**src/hdl/jse_pkg.sv**
```systemverilog
package jse_pkg;

    // One queued job: the result bytes that one input item causes.
    typedef struct packed {
        logic [5:0][7:0] data;
        logic [2:0]      len;
        logic            err;
        logic            last;
    } cmd_t;

endpackage

```
**src/hdl/jse_front.sv**
```systemverilog
module jse_front
(
    input  logic            clk,
    input  logic            rst_n,
    input  logic            byte_valid,
    output logic            byte_stall,
    input  logic [7:0]      in_byte,
    input  logic            string_last,
    output logic            push,
    output jse_pkg::cmd_t   push_cmd,
    input  logic            q_full
);

    typedef enum logic [2:0] {
        CLS_ANY  = 3'd0,
        CLS_A0BF = 3'd1,
        CLS_809F = 3'd2,
        CLS_90BF = 3'd3,
        CLS_808F = 3'd4
    } cls_t;

    localparam logic [7:0] CTRL_LIMIT  = 8'h20;
    localparam logic [7:0] ASCII_LIMIT = 8'h80;
    localparam logic [7:0] CH_BSLASH   = 8'h5C;
    localparam logic [7:0] CH_QUOTE    = 8'h22;
    localparam logic [7:0] CH_ZERO     = 8'h30;
    localparam logic [7:0] CH_U        = 8'h75;
    localparam logic [7:0] CH_B        = 8'h62;
    localparam logic [7:0] CH_T        = 8'h74;
    localparam logic [7:0] CH_N        = 8'h6E;
    localparam logic [7:0] CH_F        = 8'h66;
    localparam logic [7:0] CH_R        = 8'h72;
    localparam logic [7:0] CH_A        = 8'h41;

    logic [7:0] pend_reg [3];
    logic [1:0] cnt_reg,  cnt_next;
    logic [1:0] left_reg, left_next;
    cls_t       cls_reg,  cls_next;
    logic       disc_reg, disc_next;

    logic       fire;
    logic       emit;
    logic       err_c;
    logic       pend_we;
    logic [1:0] pend_idx;
    logic [7:0] esc;
    jse_pkg::cmd_t cmd;

    function automatic logic [7:0] hex_char(input logic [3:0] v);
        if (v < 4'd10)
        begin
            hex_char = CH_ZERO + {4'd0, v};
        end
        else
        begin
            hex_char = CH_A + {4'd0, v} - 8'd10;
        end
    endfunction

    function automatic logic cont_ok(input logic [7:0] b, input cls_t cls);
        logic [7:0] lo;
        logic [7:0] hi;
        lo = 8'h80;
        hi = 8'hBF;
        case (cls)
            CLS_A0BF: lo = 8'hA0;
            CLS_809F: hi = 8'h9F;
            CLS_90BF: lo = 8'h90;
            CLS_808F: hi = 8'h8F;
            default:  lo = 8'h80;
        endcase
        cont_ok = (b >= lo) && (b <= hi);
    endfunction

    assign fire       = byte_valid && !q_full;
    assign byte_stall = q_full;
    assign push       = fire && emit;
    assign push_cmd   = cmd;

    always_comb
    begin
        cnt_next  = cnt_reg;
        left_next = left_reg;
        cls_next  = cls_reg;
        disc_next = disc_reg;
        pend_we   = 1'b0;
        pend_idx  = cnt_reg;
        emit      = 1'b0;
        err_c     = 1'b0;
        esc       = 8'h00;
        cmd       = '0;
        cmd.len   = 3'd1;
        cmd.last  = string_last;

        if (disc_reg)
        begin
            if (string_last)
            begin
                disc_next = 1'b0;
            end
        end
        else if (left_reg != 2'd0)
        begin
            if (!cont_ok(in_byte, cls_reg))
            begin
                err_c = 1'b1;
            end
            else if (left_reg == 2'd1)
            begin
                emit         = 1'b1;
                cmd.data[0]  = pend_reg[0];
                cmd.data[1]  = (cnt_reg > 2'd1) ? pend_reg[1] : in_byte;
                cmd.data[2]  = (cnt_reg > 2'd2) ? pend_reg[2] : in_byte;
                cmd.data[3]  = in_byte;
                cmd.len      = {1'b0, cnt_reg} + 3'd1;
                cnt_next     = 2'd0;
                left_next    = 2'd0;
                cls_next     = CLS_ANY;
            end
            else
            begin
                pend_we   = (cnt_reg < 2'd3);
                cnt_next  = (cnt_reg < 2'd3) ? cnt_reg + 2'd1 : cnt_reg;
                left_next = left_reg - 2'd1;
                cls_next  = CLS_ANY;
                err_c     = string_last;
            end
        end
        else if (in_byte < CTRL_LIMIT)
        begin
            emit        = 1'b1;
            cmd.data[0] = CH_BSLASH;
            case (in_byte)
                8'h08:   esc = CH_B;
                8'h09:   esc = CH_T;
                8'h0A:   esc = CH_N;
                8'h0C:   esc = CH_F;
                8'h0D:   esc = CH_R;
                default: esc = 8'h00;
            endcase
            if (esc != 8'h00)
            begin
                cmd.data[1] = esc;
                cmd.len     = 3'd2;
            end
            else
            begin
                cmd.data[1] = CH_U;
                cmd.data[2] = CH_ZERO;
                cmd.data[3] = CH_ZERO;
                cmd.data[4] = hex_char(in_byte[7:4]);
                cmd.data[5] = hex_char(in_byte[3:0]);
                cmd.len     = 3'd6;
            end
        end
        else if (in_byte < ASCII_LIMIT)
        begin
            emit = 1'b1;
            if ((in_byte == CH_QUOTE) || (in_byte == CH_BSLASH))
            begin
                cmd.data[0] = CH_BSLASH;
                cmd.data[1] = in_byte;
                cmd.len     = 3'd2;
            end
            else
            begin
                cmd.data[0] = in_byte;
            end
        end
        else if ((in_byte < 8'hC2) || (in_byte > 8'hF4))
        begin
            err_c = 1'b1;
        end
        else
        begin
            pend_we  = 1'b1;
            pend_idx = 2'd0;
            cnt_next = 2'd1;
            cls_next = CLS_ANY;
            if (in_byte <= 8'hDF)
            begin
                left_next = 2'd1;
            end
            else if (in_byte <= 8'hEF)
            begin
                left_next = 2'd2;
                if (in_byte == 8'hE0)
                begin
                    cls_next = CLS_A0BF;
                end
                else if (in_byte == 8'hED)
                begin
                    cls_next = CLS_809F;
                end
            end
            else
            begin
                left_next = 2'd3;
                if (in_byte == 8'hF0)
                begin
                    cls_next = CLS_90BF;
                end
                else if (in_byte == 8'hF4)
                begin
                    cls_next = CLS_808F;
                end
            end
            err_c = string_last;
        end

        if (err_c)
        begin
            emit      = 1'b1;
            cmd       = '0;
            cmd.len   = 3'd1;
            cmd.err   = 1'b1;
            cmd.last  = 1'b1;
            cnt_next  = 2'd0;
            left_next = 2'd0;
            cls_next  = CLS_ANY;
            disc_next = !string_last;
        end
    end

    always_ff @(posedge clk or negedge rst_n)
    begin
        if (!rst_n)
        begin
            cnt_reg  <= 2'd0;
            left_reg <= 2'd0;
            cls_reg  <= CLS_ANY;
            disc_reg <= 1'b0;
        end
        else if (fire)
        begin
            cnt_reg  <= cnt_next;
            left_reg <= left_next;
            cls_reg  <= cls_next;
            disc_reg <= disc_next;
        end
    end

    always_ff @(posedge clk)
    begin
        if (fire && pend_we)
        begin
            pend_reg[pend_idx] <= in_byte;
        end
    end

endmodule

```
**src/hdl/jse_queue.sv**
```systemverilog
module jse_queue
(
    input  logic            clk,
    input  logic            rst_n,
    input  logic            push,
    input  jse_pkg::cmd_t   push_cmd,
    output logic            full,
    output logic            head_valid,
    output jse_pkg::cmd_t   head,
    input  logic            pop
);

    jse_pkg::cmd_t entries_reg [2];
    logic       wr_reg, wr_next;
    logic       rd_reg, rd_next;
    logic [1:0] cnt_reg, cnt_next;

    assign full       = (cnt_reg == 2'd2);
    assign head_valid = (cnt_reg != 2'd0);
    assign head       = entries_reg[rd_reg];

    always_comb
    begin
        wr_next  = push ? !wr_reg : wr_reg;
        rd_next  = pop ? !rd_reg : rd_reg;
        cnt_next = cnt_reg + {1'b0, push} - {1'b0, pop};
    end

    always_ff @(posedge clk or negedge rst_n)
    begin
        if (!rst_n)
        begin
            wr_reg  <= 1'b0;
            rd_reg  <= 1'b0;
            cnt_reg <= 2'd0;
        end
        else
        begin
            wr_reg  <= wr_next;
            rd_reg  <= rd_next;
            cnt_reg <= cnt_next;
        end
    end

    always_ff @(posedge clk)
    begin
        if (push)
        begin
            entries_reg[wr_reg] <= push_cmd;
        end
    end

endmodule

```
**src/hdl/jse_back.sv**
```systemverilog
module jse_back
(
    input  logic            clk,
    input  logic            rst_n,
    input  logic            head_valid,
    input  jse_pkg::cmd_t   head,
    output logic            pop,
    output logic            res_valid,
    input  logic            res_stall,
    output logic [7:0]      out_byte,
    output logic            utf8_error,
    output logic            run_last,
    output logic            string_end
);

    logic [2:0] idx_reg, idx_next;
    logic       valid_reg, valid_next;
    logic [7:0] byte_reg;
    logic       err_reg;
    logic       rlast_reg;
    logic       send_reg;
    logic       load;
    logic       take;
    logic       at_end;

    assign load   = !valid_reg || !res_stall;
    assign take   = head_valid && load;
    assign at_end = (idx_reg == (head.len - 3'd1));
    assign pop    = take && at_end;

    always_comb
    begin
        idx_next = idx_reg;
        if (take)
        begin
            idx_next = at_end ? 3'd0 : idx_reg + 3'd1;
        end
        valid_next = take ? 1'b1 : (valid_reg && res_stall);
    end

    always_ff @(posedge clk or negedge rst_n)
    begin
        if (!rst_n)
        begin
            idx_reg   <= 3'd0;
            valid_reg <= 1'b0;
        end
        else
        begin
            idx_reg   <= idx_next;
            valid_reg <= valid_next;
        end
    end

    always_ff @(posedge clk)
    begin
        if (take)
        begin
            byte_reg  <= head.data[idx_reg];
            err_reg   <= head.err;
            rlast_reg <= at_end;
            send_reg  <= at_end && head.last;
        end
    end

    assign res_valid  = valid_reg;
    assign out_byte   = byte_reg;
    assign utf8_error = err_reg;
    assign run_last   = rlast_reg;
    assign string_end = send_reg;

endmodule

```
**src/hdl/json_string_escaper.sv**
```systemverilog
// Channel    Handshake               Payload
// input      byte_valid, byte_stall  in_byte, string_last
// result     res_valid, res_stall    out_byte, utf8_error, run_last, string_end
//
// A byte is accepted every cycle while the two-entry job queue has room.
// An item that causes k results (k is one to six) is sent from the queue head byte by byte,
// so the output register sets the rate: one result per cycle while res_stall is low.
// Held UTF-8 bytes and discarded bytes cause no result.
// Reset clears the decoder state, the queue and the output valid flag at once.
module json_string_escaper
(
    input  logic       clk,
    input  logic       rst_n,
    input  logic       byte_valid,
    output logic       byte_stall,
    input  logic [7:0] in_byte,
    input  logic       string_last,
    output logic       res_valid,
    input  logic       res_stall,
    output logic [7:0] out_byte,
    output logic       utf8_error,
    output logic       run_last,
    output logic       string_end
);

    logic          push;
    logic          q_full;
    logic          head_valid;
    logic          pop;
    jse_pkg::cmd_t push_cmd;
    jse_pkg::cmd_t head;

    jse_front u_front
    (
        .clk         (clk),
        .rst_n       (rst_n),
        .byte_valid  (byte_valid),
        .byte_stall  (byte_stall),
        .in_byte     (in_byte),
        .string_last (string_last),
        .push        (push),
        .push_cmd    (push_cmd),
        .q_full      (q_full)
    );

    jse_queue u_queue
    (
        .clk        (clk),
        .rst_n      (rst_n),
        .push       (push),
        .push_cmd   (push_cmd),
        .full       (q_full),
        .head_valid (head_valid),
        .head       (head),
        .pop        (pop)
    );

    jse_back u_back
    (
        .clk        (clk),
        .rst_n      (rst_n),
        .head_valid (head_valid),
        .head       (head),
        .pop        (pop),
        .res_valid  (res_valid),
        .res_stall  (res_stall),
        .out_byte   (out_byte),
        .utf8_error (utf8_error),
        .run_last   (run_last),
        .string_end (string_end)
    );

    a_no_overflow: assert property (@(posedge clk) disable iff (!rst_n)
        push |-> !q_full)
        else $error("job queue written while full");

    a_error_closes: assert property (@(posedge clk) disable iff (!rst_n)
        (res_valid && utf8_error) |-> (run_last && string_end && (out_byte == 8'h00)))
        else $error("error result does not close the string");

    a_end_is_run_last: assert property (@(posedge clk) disable iff (!rst_n)
        (res_valid && string_end) |-> run_last)
        else $error("string end without run end");

    a_pop_needs_head: assert property (@(posedge clk) disable iff (!rst_n)
        pop |-> head_valid)
        else $error("job queue read while empty");

endmodule

```
**config.mk**
```make
export PLATFORM = sky130hd
export DESIGN_NAME = json_string_escaper
export DESIGN_NICKNAME = d
export VERILOG_FILES = /design/src/hdl/jse_pkg.sv /design/src/hdl/jse_front.sv /design/src/hdl/jse_queue.sv /design/src/hdl/jse_back.sv /design/src/hdl/json_string_escaper.sv
export SDC_FILE = /design/constraint.sdc
export NUM_CORES = 1
export LEC_CHECK = 0
export BUFFER_PORTS_ARGS = -buffer_cell sky130_fd_sc_hd__buf_4
export CELL_PAD_IN_SITES_DETAIL_PLACEMENT = 1
export CELL_PAD_IN_SITES_GLOBAL_PLACEMENT = 1
export CORE_MARGIN = 2
export CORE_UTILIZATION = 30
export CTS_CLUSTER_DIAMETER = 200
export DETAILED_ROUTE_END_ITERATION = 8
export PLACE_DENSITY = 0.48
export SYNTH_ARGS = -nofsm -noshare
export SYNTH_HDL_FRONTEND = slang
export SYNTH_SLANG_ARGS = --single-unit
```
**constraint.sdc**
```tcl
create_clock -name clk -period 6.1 [get_ports clk]
set_clock_uncertainty 0.1 [all_clocks]
set_input_delay 0.305 -clock clk [delete_from_list [all_inputs] [get_ports clk]]
set_output_delay 0.305 -clock clk [all_outputs]
set_load 0.05 [all_outputs]
```
==> out/results.ini, run 1 <==
[status]
status = finished clean

[timing]
rsz0062_at_grt = false
setup_total_negative_slack_ns = 0
final_critical_period_ns = 3.74
finalHoldViolations = 0
fmax_mhz = 267
timing.max_slew.rel_slack_pct = 28.9
max_slew.worst_pin.slew_ns = 1.06
final.period_utilization_pct = 61.4
setup-violations-final = 0
final-max-slew-violation-count = 0

[routing]
detail_route.first_pass.iterations = 4
routed_via_density = 4.86
num_vias = 4337
route.final.wire_length_mm = 17.8
ant_nets = 0
remaining_drc_errors = 0
drt_first_iter_violations = 233
drt-wirelength-per-cell_microns = 19.9

[synthesis]
yosys.area_share.adder_pct = 3.96
synthesized_instance_count = 526
muxShareOfSynthArea_pct = 10.0
yosys.area_share.xor_xnor_pct = 1.20
synth-simple-area-share_pct = 9.61
combinational_family_with_the_most_area_after_synthesis = multiplexers
ys_ff_latch = 153
synth-warning-count = 0
ys_types = 68
synthesis.area_sq_um = 7280
synthDominantCellAreaShare_pct = 56.5
synthesis.area_per_instance_sq_um = 13.8
synth_compound_area_share_pct = 9.44
asyncSetResetFlopFracSynth_pct = 10.5
synth_area_leader_cell = sky130_fd_sc_hd__edfxtp_1
portion_of_the_post_synthesis_area_used_by_sequential_elements_pct = 62.0
synth_edf_count = 137
synthFlopType = sky130_fd_sc_hd__edfxtp_1
synth_area_leaders = sky130_fd_sc_hd__edfxtp_1, sky130_fd_sc_hd__mux4_2, sky130_fd_sc_hd__dfrtp_1, sky130_fd_sc_hd__ha_1, sky130_fd_sc_hd__mux2i_1

[critical_path]
worst-endpoint-arrival_ns = 3.73
worst-endpoint-required_ns = 6.09
cp.buffers_inverters = 1
timing.critical_path.cells = or3b_2 -> ha_1 -> nor2b_1 -> o31a_1 -> o211ai_1 -> a31oi_2 -> nor2_4 -> buf_4
start_kind = flop
critPathMaxFanout = 28
worstSetupEndpointType = flop
worst_path_max_delay_cell = sky130_fd_sc_hd__nor2_4
critical_path_class = reg -> reg
cpPeakStageDelay_ns = 0.68
critPathTopFamily = simple AND/OR/NAND/NOR gates

[placement]
hpwlAfterDp_mm = 12.5
io_buffer_count = 25
finalWeightedCongestion = 0.778

[cts]
cts_resized = 0
worst_skew_pair.late_latency_ns = 0.42
total_number_of_clock_tree_sinks = 153
clock_path_buffers = 2
post-cts-setup-buffer-count = 0
h_tree_levels = 4
cts-buffers-inserted = 17
hold_buffer_count_at_cts = 4
cts_root_buffer = sky130_fd_sc_hd__clkbuf_16
clk_pin_slew_ns = 0.07
cts_tree = done

[floorplanning]
std_cell_rows = 56
dieArea_sq_um = 25500
top_level_ports = 26
start_util_pct = 30.8
fp.dieH_microns = 160
placeableCoreArea_sq_um = 23600
dieWidth_microns = 160

[power_and_ir_drop]
leakage_nw = 3.00
p_per_area_nw_per_um2 = 471
fin_total_pwr_mw = 3.97
worst_ir_drop_vdd_v = 0.000163

[grt]
grt_first_pass_wirelength_mm = 28.5
grt_start_max_net_pins = 29
antenna_violations_before_repair = 0
grt_remaining_overflow = 0
first_global_vias = 4726
track_usage_pct = 14.7

[cells_and_area]
finalCoreUtilization_pct = 35.7
antenna_cells = 0
most-common-layout-cells = sky130_fd_sc_hd__edfxtp_1, sky130_fd_sc_hd__nor2_1, sky130_fd_sc_hd__nand2_1
areaGrowthSynthToFinish_pct = 15.7
layout_commonest_cell = sky130_fd_sc_hd__edfxtp_1
fin_nets = 597
largest_register_ffs = 102
final_layout_size_suffix_gt1_share_pct = 18.5
n_fill_cell = 2486

[min_path]
hold_path.class = in -> reg

[job]
maxCapViolations = 0

==> worst paths after layout <==
kind	end	cells after the start	start	slack (ns)
worst max-delay path	u_queue.entries_reg[1][19]	8	u_front.cls_reg[2]	2.36
worst max register to register	u_queue.entries_reg[1][19]	8	u_front.cls_reg[2]	2.36
worst min-delay path	u_front.pend_reg[0][0]	1	in_byte[0]	0.05
min in group asynchronous	u_back.res_valid	2	rst_n	0.18
worst min register to register	u_back.res_valid	2	u_back.res_valid	0.39
max in group asynchronous	u_queue.rd_reg	2	rst_n	5.51
==> layout make-up <==
cell class	count	area (sq um)	share of cell area [%]
clock buffers	17	425	5.05
inverters	33	124	1.47
repair buffers	35	273	3.24
well taps	319	399	4.74
flip-flops and latches	153	4520	53.6
clock inverters	15	139	1.65
multi-input cells	321	2540	30.2
==> cells by family (layout without fill, tap and decap cells) <==
group / after synthesis / count (layout)
other cells: 1 / 10
xor+xnor: 10 / 10
mux: 44 / 44
flops: 153 / 153
compound gates: 96 / 96
fa+ha+maj: 23 / 23
simple gates: 138 / 138
buf+inv: 61 / 100
==> synth_stat cells, drive strengths merged, types with 4 or more instances <==
| cell type | number |
|---|---|
| edfxtp | 137 |
| nor2 | 45 |
| nand2 | 35 |
| inv | 33 |
| ha | 23 |
| mux4 | 23 |
| o21ai | 23 |
| a21oi | 20 |
| mux2i | 19 |
| dfrtp | 16 |
| buf | 15 |
| clkbuf | 13 |
| nand4 | 8 |
| nor3 | 8 |
| nor2b | 7 |
| o22ai | 7 |
| xnor2 | 7 |
| a211oi | 6 |
| a31oi | 5 |
| nand2b | 5 |
| a22oi | 4 |
| and2 | 4 |
| and3 | 4 |
| nor3b | 4 |
| or2 | 4 |
==> through the flow <==
step,setup WS (ns),instance area (sq um),cells,hold slack [ns]
global placement,2.36,7820,857,0.0875
global route,2.14,8420,893,0.0396
detailed placement,2.31,7820,857,0.0894
finish,2.36,8420,893,0.0474
floorplan,1.45,7310,535,-0.0906
CTS,2.28,8420,893,0.0312
==> power by group <==
group,switching (mW),internal [mW]
clock,0.446,0.569
sequential,0.138,1.49
combinational,0.829,0.495
==> metal layers <==
metal | GRT usage [%] | wire length (microns) | share of wire, % | vias to the layer above
met5 | 0 | 0 | 0 | -
met4 | 3.93 | 206 | 1.2 | 0
met3 | 2.88 | 389 | 2.2 | 17
met2 | 23.5 | 8510 | 48 | 44
met1 | 20.4 | 8700 | 49 | 2219
li1 | - | - | - | 2057
No activity file was read; power rests on OpenSTA's default activity.
==> inputs of run 2 (changes only) <==
==> constraint.sdc (replaced) <==
create_clock -name clk -period 3.8 [get_ports clk]
set_clock_uncertainty 0.1 [all_clocks]
set_input_delay 0.19 -clock clk [delete_from_list [all_inputs] [get_ports clk]]
set_output_delay 0.19 -clock clk [all_outputs]
set_load 0.05 [all_outputs]
==> run 2 against run 1 <==
Against the previous run:
- setup slack worse by 1.7 ns
- die area stayed put
- total power grew 62%
- critical path type unchanged
==> out/results.ini, run 2 (same netlist as run 1, synthesis figures left out) <==
[grt]
grt_start_max_net_pins = 52  ; +79%
first_global_vias = 4776  ; +1.1%
grt_first_pass_wirelength_mm = 27.8  ; -2.5%
antenna_violations_before_repair = 0  ; unchanged
track_usage_pct = 14.4  ; -0.29 points
grt_remaining_overflow = 0  ; unchanged

[power_and_ir_drop]
p_per_area_nw_per_um2 = 752  ; +60%
combPwrFrac_pct = 34.5  ; +1.1 points
leakage_nw = 3.06  ; +2.1%
worst_ir_drop_vdd_v = 0.000238  ; +46%
fraction_of_power_spent_switching_nets_pct = 35.3  ; -0.33 points
p_sw_mw = 2.27  ; +61%
cellInternalPower_mw = 4.16  ; +63%
seq_power_share_pct = 40.1  ; -0.9 points
clock_power_share_pct = 25.4  ; -0.2 points

[placement]
placement.cell_area_sq_um = 7900  ; +1.1%
hpwlAfterDp_mm = 12.4  ; -0.91%
io_buffer_count = 25  ; unchanged
finalWeightedCongestion = 0.775  ; -0.39%
placed_cells = 863  ; +0.70%

[floorplanning]
std_cell_rows = 56  ; unchanged
top_level_ports = 26  ; unchanged
dieWidth_microns = 160  ; unchanged
placeableCoreArea_sq_um = 23600  ; unchanged
fp.dieH_microns = 160  ; unchanged
start_util_pct = 30.8  ; unchanged
dieArea_sq_um = 25500  ; unchanged

[cells_and_area]
n_fill_cell = 2534  ; +1.9%
largest_register_ffs = 102  ; unchanged
final_design_area_no_fill_sq_um = 8550  ; +1.5%
layout_commonest_cell = sky130_fd_sc_hd__edfxtp_1
areaGrowthSynthToFinish_pct = 17.5
finalCoreUtilization_pct = 36.2  ; +0.54 points
antenna_cells = 0  ; unchanged
fin_nets = 607  ; +1.7%
final_layout_size_suffix_gt1_share_pct = 19.2  ; +0.71 points
final_cell_count_no_fill = 903  ; +1.1%
most-common-layout-cells = sky130_fd_sc_hd__edfxtp_1, sky130_fd_sc_hd__nor2_1, sky130_fd_sc_hd__nand2_1

[routing]
detail_route.first_pass.iterations = 4  ; unchanged
num_vias = 4423  ; +2.0%
drt_first_iter_violations = 335  ; +44%
drt-wirelength-per-cell_microns = 19.5  ; -2.2%
routed_via_density = 4.90  ; +0.85%
route.final.wire_length_mm = 17.6  ; -1.1%
remaining_drc_errors = 0  ; unchanged
ant_nets = 0  ; unchanged

[timing]
finalHoldViolations = 0  ; unchanged
final.period_utilization_pct = 81.6  ; +20 points
timing.max_slew.rel_slack_pct = 59.3  ; +30 points
fmax_mhz = 322  ; +21%
setup-violations-final = 0  ; unchanged
worst_hold_margin_ns = 0.0278  ; -0.0196 ns
rsz0062_at_grt = false
final-max-slew-violation-count = 0  ; unchanged
final_critical_period_ns = 3.10  ; -0.641 ns
max_slew.worst_pin.slew_ns = 0.606  ; -0.457 ns

[cts]
post-cts-setup-buffer-count = 0  ; unchanged
clk_pin_slew_ns = 0.07  ; about the same
cts_tree = done
total_number_of_clock_tree_sinks = 153  ; unchanged
worst_skew_pair.late_latency_ns = 0.42  ; about the same
cts_root_buffer = sky130_fd_sc_hd__clkbuf_16
h_tree_levels = 4  ; unchanged
clock_path_buffers = 2  ; unchanged
cts-buffers-inserted = 17  ; unchanged

[critical_path]
critical_path_class = reg -> reg
start_kind = flop
worstSetupEndpointType = flop
worst-endpoint-arrival_ns = 3.12  ; -0.61 ns
worst-endpoint-required_ns = 3.82  ; -2.27 ns
critPathMaxFanout = 23  ; -18%

[min_path]
hold_path.class = in -> reg

[status]
status = finished clean

[job]
maxCapViolations = 0  ; unchanged

run 2: through the flow:
step | TNS (ns) | power [mW] | worst slack, ns
2_1_floorplan | -86.69 | 4.15 | -0.850
3_3_place_gp | 0 | 4.83 | 0.720
3_5_place_dp | 0 | 4.87 | 0.685
4_1_cts | 0 | 6.53 | 0.665
5_1_grt | 0 | 6.81 | 0.469
6_report | 0 | 6.43 | 0.698
run 2: what timing repair did:
action / CTS / global route
hold buffers: 8 / 0
gates resized for setup: 0 / 0
endpoints found under the hold margin: 30 / 0
run 2: worst paths after layout:
check,startpoint,slack [ns],cells past startpoint,endpoint
min reg2reg,u_back.res_valid,0.41,2,u_back.res_valid
max,u_front.cls_reg[2],0.70,8,u_queue.entries_reg[0][43]
min in group asynchronous,rst_n,0.07,2,u_front.disc_reg
min,string_last,0.03,3,u_front.cnt_reg[1]
max in group asynchronous,rst_n,3.31,2,u_queue.rd_reg
max reg2reg,u_front.cls_reg[2],0.70,8,u_queue.entries_reg[0][43]
run 2: cell type report:
class,instances,area [sq um],area share (%)
tap,319,399,4.67
sequential,153,4520,52.8
clock inverter,15,143,1.67
timing repair buffer,45,395,4.63
multi-input combinational,321,2540,29.8
inverter,33,124,1.45
clock buffer,17,425,4.98
run 2: routing by layer:
layer	share of wire (%)	track usage (%)
met1	49	19.5
met2	47	23.3
met3	2.6	3.12
met4	1.2	4.26
met5	0	0
run 2: power by group through the flow:
stage               clock network (mW)  registers, mW  logic (mW)
floorplan                            0           2.78        1.37
global route                      1.75           2.63        2.43
finish                            1.63           2.58        2.22
CTS                               1.68           2.59        2.27
global placement                     0           2.60        2.22
detailed placement                   0           2.62        2.24
run 2: critical path, stage by stage, from the launching register on:
cell                       delay (ns)
sky130_fd_sc_hd__dfrtp_1         0.42
sky130_fd_sc_hd__or3b_2          0.48
sky130_fd_sc_hd__ha_1            0.30
sky130_fd_sc_hd__nor2b_1         0.13
sky130_fd_sc_hd__o31a_1          0.32
sky130_fd_sc_hd__o211ai_1        0.24
sky130_fd_sc_hd__a31oi_2         0.22
sky130_fd_sc_hd__nor2_4          0.34
sky130_fd_sc_hd__buf_12          0.23
